==> config.mk <==
export PLATFORM = sky130hd
export DESIGN_NAME = radix64_text_decoder_flat
export DESIGN_NICKNAME = d
export VERILOG_FILES = /design/src/rtl/rtd_pkg.sv /design/src/rtl/rtd_char_if.sv /design/src/rtl/rtd_byte_if.sv /design/src/rtl/rtd_front.sv /design/src/rtl/rtd_queue.sv /design/src/rtl/rtd_back.sv /design/src/rtl/radix64_text_decoder.sv /design/src/flat_wrapper.sv
export VERILOG_INCLUDE_DIRS = /design/src /design/src/rtl
export SDC_FILE = /design/constraint.sdc
export NUM_CORES = 1
export LEC_CHECK = 0
export BUFFER_PORTS_ARGS = -buffer_cell sky130_fd_sc_hd__buf_2
export CAP_MARGIN = 20
export CELL_PAD_IN_SITES_DETAIL_PLACEMENT = 1
export CELL_PAD_IN_SITES_GLOBAL_PLACEMENT = 1
export CORE_MARGIN = 1
export CORE_UTILIZATION = 35
export CTS_BUF_LIST = sky130_fd_sc_hd__clkbuf_16
export DETAILED_ROUTE_END_ITERATION = 12
export PLACE_DENSITY = 0.7
export SYNTH_ARGS = -nofsm -noshare
export SYNTH_HDL_FRONTEND = slang
export SYNTH_SLANG_ARGS = --single-unit
==> constraint.sdc <==
create_clock -name clk -period 9.44 [get_ports clk]
set_clock_uncertainty 0.15 [all_clocks]
set_input_delay 1.416 -clock clk [delete_from_list [all_inputs] [get_ports clk]]
set_output_delay 1.416 -clock clk [all_outputs]
set_load 0.005 [all_outputs]
==> src/rtl/radix64_text_decoder_macros.svh <==
// Assertion helpers, clocked on clk, reset rst.
`ifndef RADIX64_TEXT_DECODER_MACROS_SVH
`define RADIX64_TEXT_DECODER_MACROS_SVH

`ifndef SYNTHESIS
`define RTD_ASSERT(label, prop) \
  label: assert property (@(posedge clk) disable iff (rst) prop) \
    else $error("rtd assertion failed");
`define RTD_ASSERT_ALWAYS(label, prop) \
  label: assert property (@(posedge clk) prop) \
    else $error("rtd assertion failed");
`else
`define RTD_ASSERT(label, prop)
`define RTD_ASSERT_ALWAYS(label, prop)
`endif

`endif

==> src/rtl/rtd_pkg.sv <==
`default_nettype none
package rtd_pkg;

  localparam logic [7:0] SYM_INVALID = 8'hff;
  localparam logic [7:0] SYM_SKIP    = 8'hfe;

  localparam int QUEUE_DEPTH = 2;
  localparam int QPTR_W      = $clog2(QUEUE_DEPTH);
  localparam int QCNT_W      = $clog2(QUEUE_DEPTH + 1);

  // indexed by symbols in the open group
  localparam logic [1:0] BYTES_FOR_COUNT [4] = '{2'd0, 2'd0, 2'd1, 2'd2};
  localparam logic [3:0] PAD_FOR_COUNT   [4] = '{4'd0, 4'd0, 4'd12, 4'd6};

  typedef enum logic [1:0] {
    ST_RUN = 2'd0,
    ST_END = 2'd1,
    ST_BAD = 2'd2
  } status_t;

  // one request from front to back: up to three bytes plus closing status
  typedef struct packed {
    logic [23:0] word;
    logic [1:0]  nbytes;
    status_t     status;
  } job_t;

  function automatic logic [7:0] map_char(input logic [7:0] c);
    logic [7:0] s;
    s = SYM_INVALID;
    if (c == 8'h2d) s = 8'd0;
    else if (c inside {[8'h30:8'h39]}) s = c - 8'h2f;
    else if (c inside {[8'h41:8'h5a]}) s = c - 8'h36;
    else if (c == 8'h5f) s = 8'd37;
    else if (c inside {[8'h61:8'h7a]}) s = c - 8'h3b;
    else if (c inside {8'h09, 8'h0a, 8'h0d, 8'h20}) s = SYM_SKIP;
    return s;
  endfunction

endpackage
`default_nettype wire

==> src/rtl/rtd_char_if.sv <==
`default_nettype none
interface rtd_char_if;
  logic       valid;
  logic       ready;
  logic [7:0] char_code;
  logic       end_of_source;

  modport source (output valid, output char_code, output end_of_source, input ready);
  modport sink   (input valid, input char_code, input end_of_source, output ready);
endinterface
`default_nettype wire

==> src/rtl/rtd_byte_if.sv <==
`default_nettype none
interface rtd_byte_if;
  logic       valid;
  logic       ready;
  logic [7:0] data_byte;
  logic       byte_valid;
  logic [1:0] status;
  logic       last;

  modport source (output valid, output data_byte, output byte_valid, output status,
                  output last, input ready);
  modport sink   (input valid, input data_byte, input byte_valid, input status,
                  input last, output ready);
endinterface
`default_nettype wire

==> src/rtl/rtd_front.sv <==
`default_nettype none
module rtd_front (
  input  wire logic          clk,
  input  wire logic          rst,
  rtd_char_if.sink           chars,
  output logic               push_valid,
  output rtd_pkg::job_t      push_data,
  input  wire logic          push_ready
);

  logic [17:0] acc;
  logic [17:0] acc_next;
  logic [1:0]  count;
  logic [1:0]  count_next;

  logic [7:0]  sym;
  logic        is_bad;
  logic        is_skip;
  logic        completes;
  logic [23:0] acc_sh;
  logic [17:0] acc_mid;
  logic [1:0]  cnt_mid;
  logic [23:0] word_flush;
  logic        emit;
  logic        accept;

  always_comb begin
    sym        = rtd_pkg::map_char(chars.char_code);
    is_bad     = (sym == rtd_pkg::SYM_INVALID);
    is_skip    = (sym == rtd_pkg::SYM_SKIP);
    acc_sh     = {acc, sym[5:0]};
    completes  = !is_bad && !is_skip && (count == 2'd3);
    acc_mid    = is_skip ? acc : acc_sh[17:0];
    cnt_mid    = is_skip ? count : count + 2'd1;
    word_flush = 24'({6'b0, acc_mid} << rtd_pkg::PAD_FOR_COUNT[cnt_mid]);

    emit       = 1'b1;
    push_data  = '{word: 24'd0, nbytes: 2'd0, status: rtd_pkg::ST_BAD};
    acc_next   = 18'd0;
    count_next = 2'd0;
    if (is_bad) begin
      push_data.status = rtd_pkg::ST_BAD;
    end else if (completes) begin
      push_data.word   = acc_sh;
      push_data.nbytes = 2'd3;
      push_data.status = chars.end_of_source ? rtd_pkg::ST_END : rtd_pkg::ST_RUN;
    end else if (chars.end_of_source) begin
      push_data.word   = word_flush;
      push_data.nbytes = rtd_pkg::BYTES_FOR_COUNT[cnt_mid];
      push_data.status = rtd_pkg::ST_END;
    end else begin
      emit       = 1'b0;
      acc_next   = acc_mid;
      count_next = cnt_mid;
    end
  end

  assign chars.ready = push_ready;
  assign push_valid  = chars.valid && emit;
  assign accept      = chars.valid && chars.ready;

  always_ff @(posedge clk) begin
    if (rst) begin
      acc   <= 18'd0;
      count <= 2'd0;
    end else if (accept) begin
      acc   <= acc_next;
      count <= count_next;
    end
  end

endmodule
`default_nettype wire

==> src/rtl/rtd_queue.sv <==
`default_nettype none
`include "radix64_text_decoder_macros.svh"
module rtd_queue (
  input  wire logic          clk,
  input  wire logic          rst,
  input  wire logic          push_valid,
  input  rtd_pkg::job_t      push_data,
  output logic               push_ready,
  output logic               head_valid,
  output rtd_pkg::job_t      head_data,
  input  wire logic          pop
);

  rtd_pkg::job_t                  entries [rtd_pkg::QUEUE_DEPTH];
  logic [rtd_pkg::QPTR_W-1:0]     wr_ptr;
  logic [rtd_pkg::QPTR_W-1:0]     rd_ptr;
  logic [rtd_pkg::QCNT_W-1:0]     count;
  logic                           do_push;
  logic                           do_pop;

  localparam logic [rtd_pkg::QPTR_W-1:0] PTR_LAST = rtd_pkg::QPTR_W'(rtd_pkg::QUEUE_DEPTH - 1);
  localparam logic [rtd_pkg::QCNT_W-1:0] CNT_FULL = rtd_pkg::QCNT_W'(rtd_pkg::QUEUE_DEPTH);

  assign push_ready = (count != CNT_FULL);
  assign head_valid = (count != '0);
  assign head_data  = entries[rd_ptr];
  assign do_push    = push_valid && push_ready;
  assign do_pop     = pop && head_valid;

  always_ff @(posedge clk) begin
    if (do_push) begin
      entries[wr_ptr] <= push_data;
    end
  end

  always_ff @(posedge clk) begin
    if (rst) begin
      wr_ptr <= '0;
      rd_ptr <= '0;
      count  <= '0;
    end else begin
      if (do_push) begin
        wr_ptr <= (wr_ptr == PTR_LAST) ? '0 : wr_ptr + 1'b1;
      end
      if (do_pop) begin
        rd_ptr <= (rd_ptr == PTR_LAST) ? '0 : rd_ptr + 1'b1;
      end
      if (do_push && !do_pop) begin
        count <= count + 1'b1;
      end else if (do_pop && !do_push) begin
        count <= count - 1'b1;
      end
    end
  end

  `RTD_ASSERT(a_count_bound, count <= CNT_FULL)
  `RTD_ASSERT(a_pop_nonempty, pop |-> head_valid)
  `RTD_ASSERT_ALWAYS(a_reset_empty, rst |=> (count == '0) && (wr_ptr == rd_ptr))

endmodule
`default_nettype wire

==> src/rtl/rtd_back.sv <==
`default_nettype none
`include "radix64_text_decoder_macros.svh"
module rtd_back (
  input  wire logic          clk,
  input  wire logic          rst,
  input  wire logic          head_valid,
  input  rtd_pkg::job_t      head_data,
  output logic               pop,
  rtd_byte_if.source         results
);

  logic [1:0] idx;
  logic [1:0] last_idx;
  logic       is_last;
  logic       load;
  logic [7:0] sel_byte;
  logic       out_valid;
  logic [7:0] out_byte;
  logic       out_byte_valid;
  logic [1:0] out_status;
  logic       out_last;

  always_comb begin
    last_idx = (head_data.nbytes == 2'd0) ? 2'd0 : head_data.nbytes - 2'd1;
    is_last  = (idx == last_idx);
    case (idx)
      2'd0:    sel_byte = head_data.word[23:16];
      2'd1:    sel_byte = head_data.word[15:8];
      default: sel_byte = head_data.word[7:0];
    endcase
  end

  assign load = head_valid && (!out_valid || results.ready);
  assign pop  = load && is_last;

  always_ff @(posedge clk) begin
    if (rst) begin
      out_valid <= 1'b0;
      idx       <= 2'd0;
    end else if (load) begin
      out_valid <= 1'b1;
      idx       <= is_last ? 2'd0 : idx + 2'd1;
    end else if (results.ready) begin
      out_valid <= 1'b0;
    end
  end

  always_ff @(posedge clk) begin
    if (load) begin
      out_byte_valid <= (head_data.nbytes != 2'd0);
      out_byte       <= (head_data.nbytes != 2'd0) ? sel_byte : 8'd0;
      out_last       <= is_last;
      out_status     <= is_last ? head_data.status : rtd_pkg::ST_RUN;
    end
  end

  assign results.valid      = out_valid;
  assign results.data_byte  = out_byte;
  assign results.byte_valid = out_byte_valid;
  assign results.status     = out_status;
  assign results.last       = out_last;

  `RTD_ASSERT(a_nobyte_is_last, out_valid && !out_byte_valid |-> out_last)
  `RTD_ASSERT(a_status_on_last, out_valid && !out_last |-> out_status == rtd_pkg::ST_RUN)
  `RTD_ASSERT(a_nobyte_closes, out_valid && !out_byte_valid |-> out_status != rtd_pkg::ST_RUN)

endmodule
`default_nettype wire

==> src/rtl/radix64_text_decoder.sv <==
// channel   dir  payload                                     handshake
// chars     in   char_code[7:0], end_of_source               valid/ready
// results   out  data_byte[7:0], byte_valid, status[1:0],    valid/ready
//                last
//
// One character accepted per cycle while the queue has room; the back end
// sends one result per cycle unless results.ready stalls it, so a group of
// four characters gives three results, through the queue and output register.
// chars.ready drops only when the two-entry request queue is full.
// rst is synchronous: clears accumulator, symbol count, queue and output valid.
`default_nettype none
module radix64_text_decoder (
  input  wire logic   clk,
  input  wire logic   rst,
  rtd_char_if.sink    chars,
  rtd_byte_if.source  results
);

  logic               push_valid;
  logic               push_ready;
  rtd_pkg::job_t      push_data;
  logic               head_valid;
  rtd_pkg::job_t      head_data;
  logic               pop;

  rtd_front u_front (
    .clk        (clk),
    .rst        (rst),
    .chars      (chars),
    .push_valid (push_valid),
    .push_data  (push_data),
    .push_ready (push_ready)
  );

  rtd_queue u_queue (
    .clk        (clk),
    .rst        (rst),
    .push_valid (push_valid),
    .push_data  (push_data),
    .push_ready (push_ready),
    .head_valid (head_valid),
    .head_data  (head_data),
    .pop        (pop)
  );

  rtd_back u_back (
    .clk        (clk),
    .rst        (rst),
    .head_valid (head_valid),
    .head_data  (head_data),
    .pop        (pop),
    .results    (results)
  );

endmodule
`default_nettype wire
==> src/flat_wrapper.sv <==
// flat-port wrapper written by rule: the top's interface ports become plain ports
module radix64_text_decoder_flat 
  (clk, rst, chars_valid, chars_char_code, chars_end_of_source, chars_ready, results_valid, results_data_byte, results_byte_valid, results_status, results_last, results_ready);
  rtd_char_if chars_i ();
  rtd_byte_if results_i ();
  input  wire logic clk;
  input  wire logic rst;
  input wire logic [$bits(chars_i.valid)-1:0] chars_valid;
  input wire logic [$bits(chars_i.char_code)-1:0] chars_char_code;
  input wire logic [$bits(chars_i.end_of_source)-1:0] chars_end_of_source;
  output wire logic [$bits(chars_i.ready)-1:0] chars_ready;
  output wire logic [$bits(results_i.valid)-1:0] results_valid;
  output wire logic [$bits(results_i.data_byte)-1:0] results_data_byte;
  output wire logic [$bits(results_i.byte_valid)-1:0] results_byte_valid;
  output wire logic [$bits(results_i.status)-1:0] results_status;
  output wire logic [$bits(results_i.last)-1:0] results_last;
  input wire logic [$bits(results_i.ready)-1:0] results_ready;
  assign chars_i.valid = chars_valid;
  assign chars_i.char_code = chars_char_code;
  assign chars_i.end_of_source = chars_end_of_source;
  assign chars_ready = chars_i.ready;
  assign results_valid = results_i.valid;
  assign results_data_byte = results_i.data_byte;
  assign results_byte_valid = results_i.byte_valid;
  assign results_status = results_i.status;
  assign results_last = results_i.last;
  assign results_i.ready = results_ready;
  radix64_text_decoder u_core (.clk(clk), .rst(rst), .chars(chars_i), .results(results_i));
endmodule
Word-level counts from Yosys, hierarchy flattened
Memory sizes are Yosys's and may differ from the RTL's. A register that Yosys moved wholly into a read port is not among the register bits.
Cells that the tools add are included.
{ "word_totals": {"memories": 1, "output_inout_bits": 14, "word_cells": 110, "in_bits": 13, "mem_bits_rw": 56, "ff_bits": 39} }
{ "classes": {"bitwise": 1, "n_addsub": 10, "shift": 1, "n_reduce_logical": 26, "n_eq_ne": 12, "n_lt_le_gt_ge": 7, "mux": 41} }
{ "mem_list": {"columns": ["name", "depth", "word_bits", "read_ports", "rd_ports_with_merged_regs", "write_ports", "line", "source"], "rows": [
  ["u_core.u_queue.entries", 2, 28, 1, 1, 1, "rtd_queue.sv:14", "rtd_pkg::job_t entries [rtd_pkg::QUEUE_DEPTH];"]
]} }
{ "op_table": {"columns": ["cell", "n"], "rows": [
  ["$mux 18", 4],
  ["$mux 28", 2],
  ["$mux 8", 5],
  ["$mux 26", 1],
  ["$eq 8x4->1 const B", 3],
  ["$shl 18x4->24", 1],
  ["$sub 8x6->8 const B", 3],
  ["$mux 2", 11],
  ["$eq 8x6->1 const B", 2],
  ["$eq 8x8->1 const B", 2],
  ["$ge 8x7->1 const B", 2],
  ["$le 8x7->1 const B", 2],
  ["$pmux 8 s2", 1],
  ["$logic_and 1x1->1", 13],
  ["$mux 1", 13],
  ["$bmux 4 s2", 1],
  ["$eq 8x7->1 const B", 1],
  ["$ge 8x6->1 const B", 1],
  ["$le 8x6->1 const B", 1],
  ["$mux 4", 2],
  ["$reduce_bool 2->1", 4],
  ["$add 2x1->2 const B", 3],
  ["$logic_not 1->1", 5],
  ["$bmux 2 s2", 1],
  ["other kinds (11)", 14]
]} }

Logic depth before layout (Yosys ltp)
Gate-level depths: netlist of run 1.
{ "logic_depth": {"ltp_word": 20, "ltp_mapped": 13, "ltp_nobuf": 12} }

By module
A second synthesis of run 1 with hierarchy kept.
{ "hier_totals": {"cells_unflattened": 529, "hier_area_um2": 5444.0} }
{ "by_module_without_submodules": {"columns": ["module", "area_per_inst_um2", "seq_area_each_um2", "instances", "cells_each"], "rows": [
  ["rtd_front", 2443.6, 400.4, 1, 347],
  ["rtd_queue", 2239.6, 1781.7, 1, 111],
  ["rtd_back", 760.7, 420.4, 1, 71]
]} }

Least setup slack after synthesis of run 1
OpenSTA, ideal clock, no wires.
{ "synth_path": {"path_kind": "input to register", "from": "input port chars_char_code[1]", "to": "memory u_core.u_queue.entries[0][0] (netlist name) (enable)", "path_slack_ns": 4.909, "setup_ns": 0.383, "n_path_buf": 1, "arrival_time_ns": 3.999, "stages": 10, "path_cell_list": "inv_1 > ha_1 > nand2b_1 > or4_1 > buf_2 > a31o_1 > a221oi_4 > a21oi_2 > or3_1 > inv_1"} }
{ "synth_between": {"elab_chain_len": 18, "elab_cells_between_ends": 37} }
{ "synth_lines": {"columns": ["item", "line", "source"], "rows": [
  ["start: declaration", "flat_wrapper.sv:9", "input wire logic [$bits(chars_i.char_code)-1:0] chars_char_code;"],
  ["parallel branches: the longest is 7 deep, another holds $ge 8x7->1", null, null],
  ["$mux 8 (*)", "rtd_pkg.sv:31", "if (c == 8'h2d) s = 8'd0;"],
  ["$eq 8x8->1, on equally long branches", "rtd_front.sv:29, rtd_front.sv:30", null],
  ["$logic_not 1->1", "rtd_front.sv:32", "completes = !is_bad && !is_skip && (count == 2'd3);"],
  ["$logic_and 1x1->1 (2 in a row)", "rtd_front.sv:32", null],
  ["$mux 1", "rtd_front.sv:43", "end else if (completes) begin"],
  ["$mux 1 (*)", "rtd_front.sv:41", "if (is_bad) begin"],
  ["$logic_and 1x1->1 (*)", "rtd_front.sv:59", "assign push_valid = chars.valid && emit;"],
  ["$logic_and 1x1->1 (*)", "rtd_queue.sv:27", "assign do_push = push_valid && push_ready;"],
  ["$mux 1 (*)", "rtd_queue.sv:31", "if (do_push) begin"],
  ["$mux 1 (not written as such) (*)", "rtd_queue.sv:32", "entries[wr_ptr] <= push_data;"],
  ["end: declaration", "rtd_queue.sv:14", null]
]} }
Mark *: on every way between the ends.

==> results.toml, run 1 <==
[status]
status = "finished, final reports clean"

[placement]
io_buffers = 26
placed_area_um2 = 5260
place_inst = 669
post-dp-hpwl_um = 9910
gp_congestion = 0.926

[flow_run]
drv_cap = 0

[synth]
synth.distinct_cells = 58
synth_area_um2 = 5030
yosys.area_share.simple = 0.158
ys_seq_area_frac = 0.518
synth_edf_count = 68
synthMuxAreaShare = 0.0144
ys_warn_count = 0
synth_xor_area_frac = 0.0157
synth_fa_ha_area_frac = 0.0274
syn-num-nets = 517
synth_top_family_by_area = "compound AO/OA/AOI/OAI gates"
netlist_instances = 493
synth_compound_area_frac = 0.227
synthArstFlopShare = 0
synthFlopType = "edfxtp_1"
avgSynthCellArea_um2 = 10.2
ys_ff_latch = 96

[final_layout]
nets = 528
syn_to_final_growth_pct = 11.5
drive_gt1_frac = 0.116
diodes = 0
instances_no_fill = 689
fin_area_um2 = 5610

[global_routing]
antenna_found_initial = 0
grt_pass1_wl_um = 22500
globalRouteTotalUtil = 0.200
grt_max_degree = 32
grt-ovfl-total = 0
grt_pass1_vias = 4167

[power_and_ir_drop]
cellPowerDensity_nw_per_um2 = 218
leakage_nw = 1.92
seqPwrFrac = 0.463
vdd_drop_max_uv = 103
pwr-share-clk = 0.297
p_sw_frac = 0.304
intPower_mw = 0.852
power_switching_mw = 0.372
combPwrFrac = 0.240

[clock_tree]
clkSinkCount = 96
root_buffer = "clkbuf_16"
cts_tree = "done"
cts_buffer_depth = 2
cts_setup_buffers = 0
cts_buffers = 9
htree_levels = 3
cts_resized = 0
clock_latency_ps = 340
clk_pin_slew_ps = 70
cts_hold_buf = 0

[drt]
drtIter0Drc = 310
first_pass_iters = 5
avgViaCountPerCell = 5.88
drtAntennaViolNets = 0
routed-via-count = 4054
wire_per_inst_um = 20.4
drc = 0
wirelength_um = 14100

[setup_path]
worstPathArrival_ps = 4410
startpoint = "chars_char_code[0]"
cp_slowest_cell = "nor3b_1"
critPathLaunchType = "input port"
required_ps = 9340
max_stage_delay_ps = 850
path_cells = "buf_2 > inv_1 > ha_1 > and4bb_2 > o31a_1 > nor3b_1 > o21ai_0 > a32oi_1 > nor2_1"
path_class = "in2reg"
crit_fanout = 19
cp-end-kind = "flip-flop"

[hold_path]
hold_class = "reg2reg"
worstHoldStart = "u_core.u_back.idx[1]"

[floorplanning]
die_x_um = 122
pin_count = 27
fp.dieArea_um2 = 14900
die_h_um = 122
floorplan.initialDensity = 0.361
core_area_um2 = 13900
rows = 43

[sta]
tightest_slew_ps = 928
clock.fmax_mhz = 222
fin_crit_sh = 0.478
period_needed_ps = 4510
rsz0062_at_grt = "no"
maxSlewHeadroom = 0.376
setup_viol = 0
report.final.slew_viol_count = 0
hold_violations = 0
finalSetupTns_ps = 0
worst max-delay path, delay by kind of cell:
| family | cells | cell delay [ps] |
|---|---|---|
| AO/OA/AOI/OAI | 3 | 1170 |
| adder cells (fa/ha/maj) | 1 | 220 |
| buffers and inverters | 2 | 360 |
| AND/OR/NAND/NOR | 3 | 1230 |
power by group through the flow:
stage / Clock (mW) / Combinational [mW] / Sequential (mW)
after global placement: 0 / 0.272 / 0.573
after floorplan: 0 / 0.192 / 0.568
after global routing: 0.386 / 0.328 / 0.575
after detailed placement: 0 / 0.285 / 0.579
after CTS: 0.374 / 0.288 / 0.570
final: 0.364 / 0.293 / 0.567
cells in the final DEF (no fill, tap or decap), types with 3 or more instances in the layout:
| master | synthesis | layout |
|---|---|---|
| o31a_1 | 3 | 3 |
| edfxtp_1 | 68 | 68 |
| nor3_1 | 11 | 11 |
| o21ai_0 | 22 | 22 |
| buf_4 | 0 | 6 |
| dfxtp_1 | 28 | 28 |
| nand4_1 | 4 | 4 |
| nand2_1 | 45 | 45 |
| a21oi_1 | 33 | 33 |
| nor2_1 | 54 | 54 |
| mux2i_1 | 5 | 5 |
| a31oi_1 | 12 | 12 |
| a311oi_1 | 9 | 9 |
| xnor2_1 | 4 | 4 |
| and2_1 | 5 | 5 |
| o221ai_1 | 3 | 3 |
| nand3_1 | 6 | 6 |
| a211oi_1 | 11 | 11 |
| nor4_1 | 5 | 5 |
| clkbuf_16 | 0 | 9 |
| and3_1 | 8 | 8 |
| or3_1 | 5 | 5 |
| a22oi_1 | 19 | 19 |
| nand2b_1 | 7 | 7 |
| inv_1 | 14 | 14 |
| clkinv_4 | 0 | 4 |
| buf_2 | 6 | 26 |
| ha_1 | 11 | 11 |
| xor2_1 | 5 | 5 |
| o211ai_1 | 3 | 3 |
| nor3b_1 | 5 | 5 |
| a32oi_1 | 3 | 3 |
| a22o_1 | 22 | 22 |
sequential cells by signal, summed over array words and instances (netlist names), named ones only:
name and count:
u_core.u_back.idx 2, u_core.u_back.results.byte_valid 1, u_core.u_back.results.data_byte 8, u_core.u_back.results.last 1, u_core.u_back.results.status 2, u_core.u_back.results.valid 1, u_core.u_front.acc 18, u_core.u_front.count 2
u_core.u_queue.count 2, u_core.u_queue.entries 56, u_core.u_queue.rd_ptr 1, u_core.u_queue.wr_ptr 1
per-stage QoR:
stage          worst slack [ps]  power (mW)  utilization  hold WS, ps
6_report                   4930        1.22        0.402          323
5_1_grt                    4760        1.29        0.402          372
4_1_cts                    4550        1.23        0.399          325
3_5_place_dp               4190       0.864        0.377          316
3_3_place_gp               4290       0.846        0.377          291
2_1_floorplan              4910       0.760            -          282
worst paths after layout:
path	to	slack (ps)	cells past startpoint
max	u_core.u_queue.entries[0][11]	4930	9
min	u_core.u_back.idx[1]	320	2
max reg2reg	u_core.u_queue.count[1]	6370	9
min reg2reg	u_core.u_back.idx[1]	320	2
cell usage after synthesis, types with 2 or more instances:
library cell   n  share of area
a22o_1        22          0.038
and2_1         5         0.0062
o31a_1         3         0.0052
and3_1         8          0.010
mux2i_1        5          0.010
o21ai_0       22          0.022
nor3b_1        5         0.0075
a32oi_1        3         0.0052
a211oi_1      11          0.016
buf_2          6         0.0060
xnor2_1        4         0.0070
nand2b_1       7         0.0087
a31oi_1       12          0.015
a21oi_1       33          0.033
xor2_1         5         0.0087
edfxtp_1      68           0.41
o211ai_1       3         0.0045
nor3_1        11          0.011
nand3_1        6         0.0060
ha_1          11          0.027
buf_6          2         0.0045
a21oi_2        2         0.0035
or3_1          5         0.0062
inv_1         14          0.010
a22oi_1       19          0.028
dfxtp_1       28           0.11
nand2_1       45          0.034
nand4_1        4         0.0050
nor2_1        54          0.040
buf_1          2         0.0015
a311oi_1       9          0.016
and4bb_2       2         0.0050
mux2_2         2         0.0045
o2111ai_1      2         0.0035
clkbuf_1      23          0.017
nor3_2         2         0.0040
o221ai_1       3         0.0052
nor4_1         5         0.0062
area by class of cell:
cell class	instances	area, um2
clock buffers	9	225
multi-input cells	350	2230
fillers	1567	8330
repair buffers	33	203
well taps	180	225
flip-flops and latches	96	2600
clock inverters	7	72.6
inverters	14	52.6
per-layer routing:
metal | routed length [um] | vias to the layer above | GRT usage
met5 | 0 | - | 0
met4 | 312 | 0 | 0.0802
met3 | 480 | 22 | 0.0290
met2 | 6910 | 100 | 0.337
met1 | 6360 | 2036 | 0.258
li1 | - | 1896 | -
kinds of logic after synthesis:
group / count (synthesis)
multiplexers: 7
AO/OA/AOI/OAI: 158
AND/OR/NAND/NOR: 165
adder cells (fa/ha/maj): 11
XOR/XNOR: 9
buffers and inverters: 47
flip-flops: 96
Power figures use the tool's default switching activity.
==> run 2, diff against run 1 <==
- clock period: 9.44 -> 4.4 ns (I/O delays scaled with it)
==> run 2 against run 1 <==
Final area is 0.13% lower. Largest power group unchanged. Wire length decreased by 1.3%. Register-to-register slack got worse by 5300 ps. Clock power rose by 97%. Utilization decreased by 0.054 points. Cell count is 0.87% higher.
==> results.toml, run 2 (same netlist as run 1, synthesis figures left out) <==
[status]
status = "finished, final reports clean"

[sta]
report.final.slew_viol_count = 0
rsz0062_at_grt = "no"
hold_violations = 0
finalSetupTns_ps = 0
period_needed_ps = 3800
setup_viol = 0
tightest_slew_ps = 919
fin_crit_sh = 0.863
clock.fmax_mhz = 263
maxSlewHeadroom = 0.387

[floorplanning]
die_x_um = 122
fp.dieArea_um2 = 14900
pin_count = 27
floorplan.initialDensity = 0.361
rows = 43
die_h_um = 122
core_area_um2 = 13900

[clock_tree]
cts_tree = "done"
root_buffer = "clkbuf_16"
cts_buffer_depth = 2
cts_setup_buffers = 0
cts_resized = 0
clkSinkCount = 96
clk_pin_slew_ps = 70
clock_latency_ps = 350
cts_hold_buf = 0
cts_buffers = 9
htree_levels = 3

[drt]
first_pass_iters = 5
routed-via-count = 4078
avgViaCountPerCell = 5.87
drtAntennaViolNets = 0
wire_per_inst_um = 20.0
wirelength_um = 13900
drc = 0
drtIter0Drc = 315

[setup_path]
cp-end-kind = "flip-flop"
critPathLaunchType = "input port"
required_ps = 4300
crit_fanout = 9
worstPathArrival_ps = 3700
path_class = "in2reg"

[final_layout]
regArea_um2 = 2600
largest_reg_flops = 56
instances_no_fill = 695
utilization = 0.402
drive_gt1_frac = 0.124
layout_commonest_cell = "edfxtp_1"
nets = 534
multi_input_area_um2 = 2230
syn_to_final_growth_pct = 11.4
layout_common_cells = "edfxtp_1 (68), nor2_1 (54), nand2_1 (45)"
diodes = 0
fillers = 1569
top_register = "u_core.u_queue.entries"

[power_and_ir_drop]
cellPowerDensity_nw_per_um2 = 456
leakage_nw = 1.93
vdd_drop_max_uv = 210
finalPower_mw = 2.55

[global_routing]
grt_pass1_vias = 4148
grt_max_degree = 32
globalRouteTotalUtil = 0.198
grt-ovfl-total = 0
antenna_found_initial = 0
grt_pass1_wl_um = 22300

[placement]
post-dp-hpwl_um = 9870
place_inst = 678
io_buffers = 26
gp_congestion = 0.871

[flow_run]
drv_cap = 0

[hold_path]
hold_class = "reg2reg"
run 2: cell count changes in the layout (fill, tap and decap cells not counted), sizes merged:
cell	previous run	this run
bufinv	1	0
inv	14	17
clkinvlp	0	2
clkinv	6	2
buf	33	39
run 2: report_power, final:
group | leakage [nW] | total (mW) | switching [mW] | internal (mW)
combinational | 0.924 | 0.620 | 0.386 | 0.234
sequential | 0.876 | 1.21 | 0.0648 | 1.15
clock | 0.132 | 0.718 | 0.340 | 0.378
total | 1.93 | 2.55 | 0.791 | 1.76
run 2: layout make-up:
cell class,instances,area share
Inverter,14,0.00938
Timing Repair Buffer,39,0.0407
Sequential cell,96,0.465
Clock buffer,9,0.0402
Clock inverter,7,0.00715
Tap cell,180,0.0402
Multi-Input combinational cell,350,0.398
run 2: final timing paths:
| path | start | end | slack [ps] | cells past startpoint |
|---|---|---|---|---|
| worst min register to register | u_core.u_back.idx[1] | u_core.u_back.idx[1] | 330 | 2 |
| worst min-delay path | u_core.u_back.idx[1] | u_core.u_back.idx[1] | 330 | 2 |
| worst max-delay path | chars_char_code[0] | u_core.u_queue.entries[0][18] | 600 | 10 |
| worst max register to register | u_core.u_front.count[0] | u_core.u_queue.entries[0][18] | 1040 | 7 |
run 2: metal layers:
layer	GRT usage	share of wire
met1	0.256	0.45
met2	0.325	0.49
met3	0.0229	0.037
met4	0.101	0.025
met5	0	0
run 2: worst max-delay path, stage by stage:
cell and delay, ps:
buf_2 220, inv_1 140, ha_1 230, and4bb_2 270, o31ai_4 250, mux2i_1 660
buf_4 280, nand2b_1 170, a2111oi_0 100, nor4_1 710
run 2: metrics by stage:
stage	cell area (um2)	setup WS [ps]	hold WS [ps]
after floorplan	5030	625	282
after global placement	5330	516	291
after detailed placement	5330	332	318
after CTS	5590	679	328
after global routing	5600	469	350
final	5600	601	326
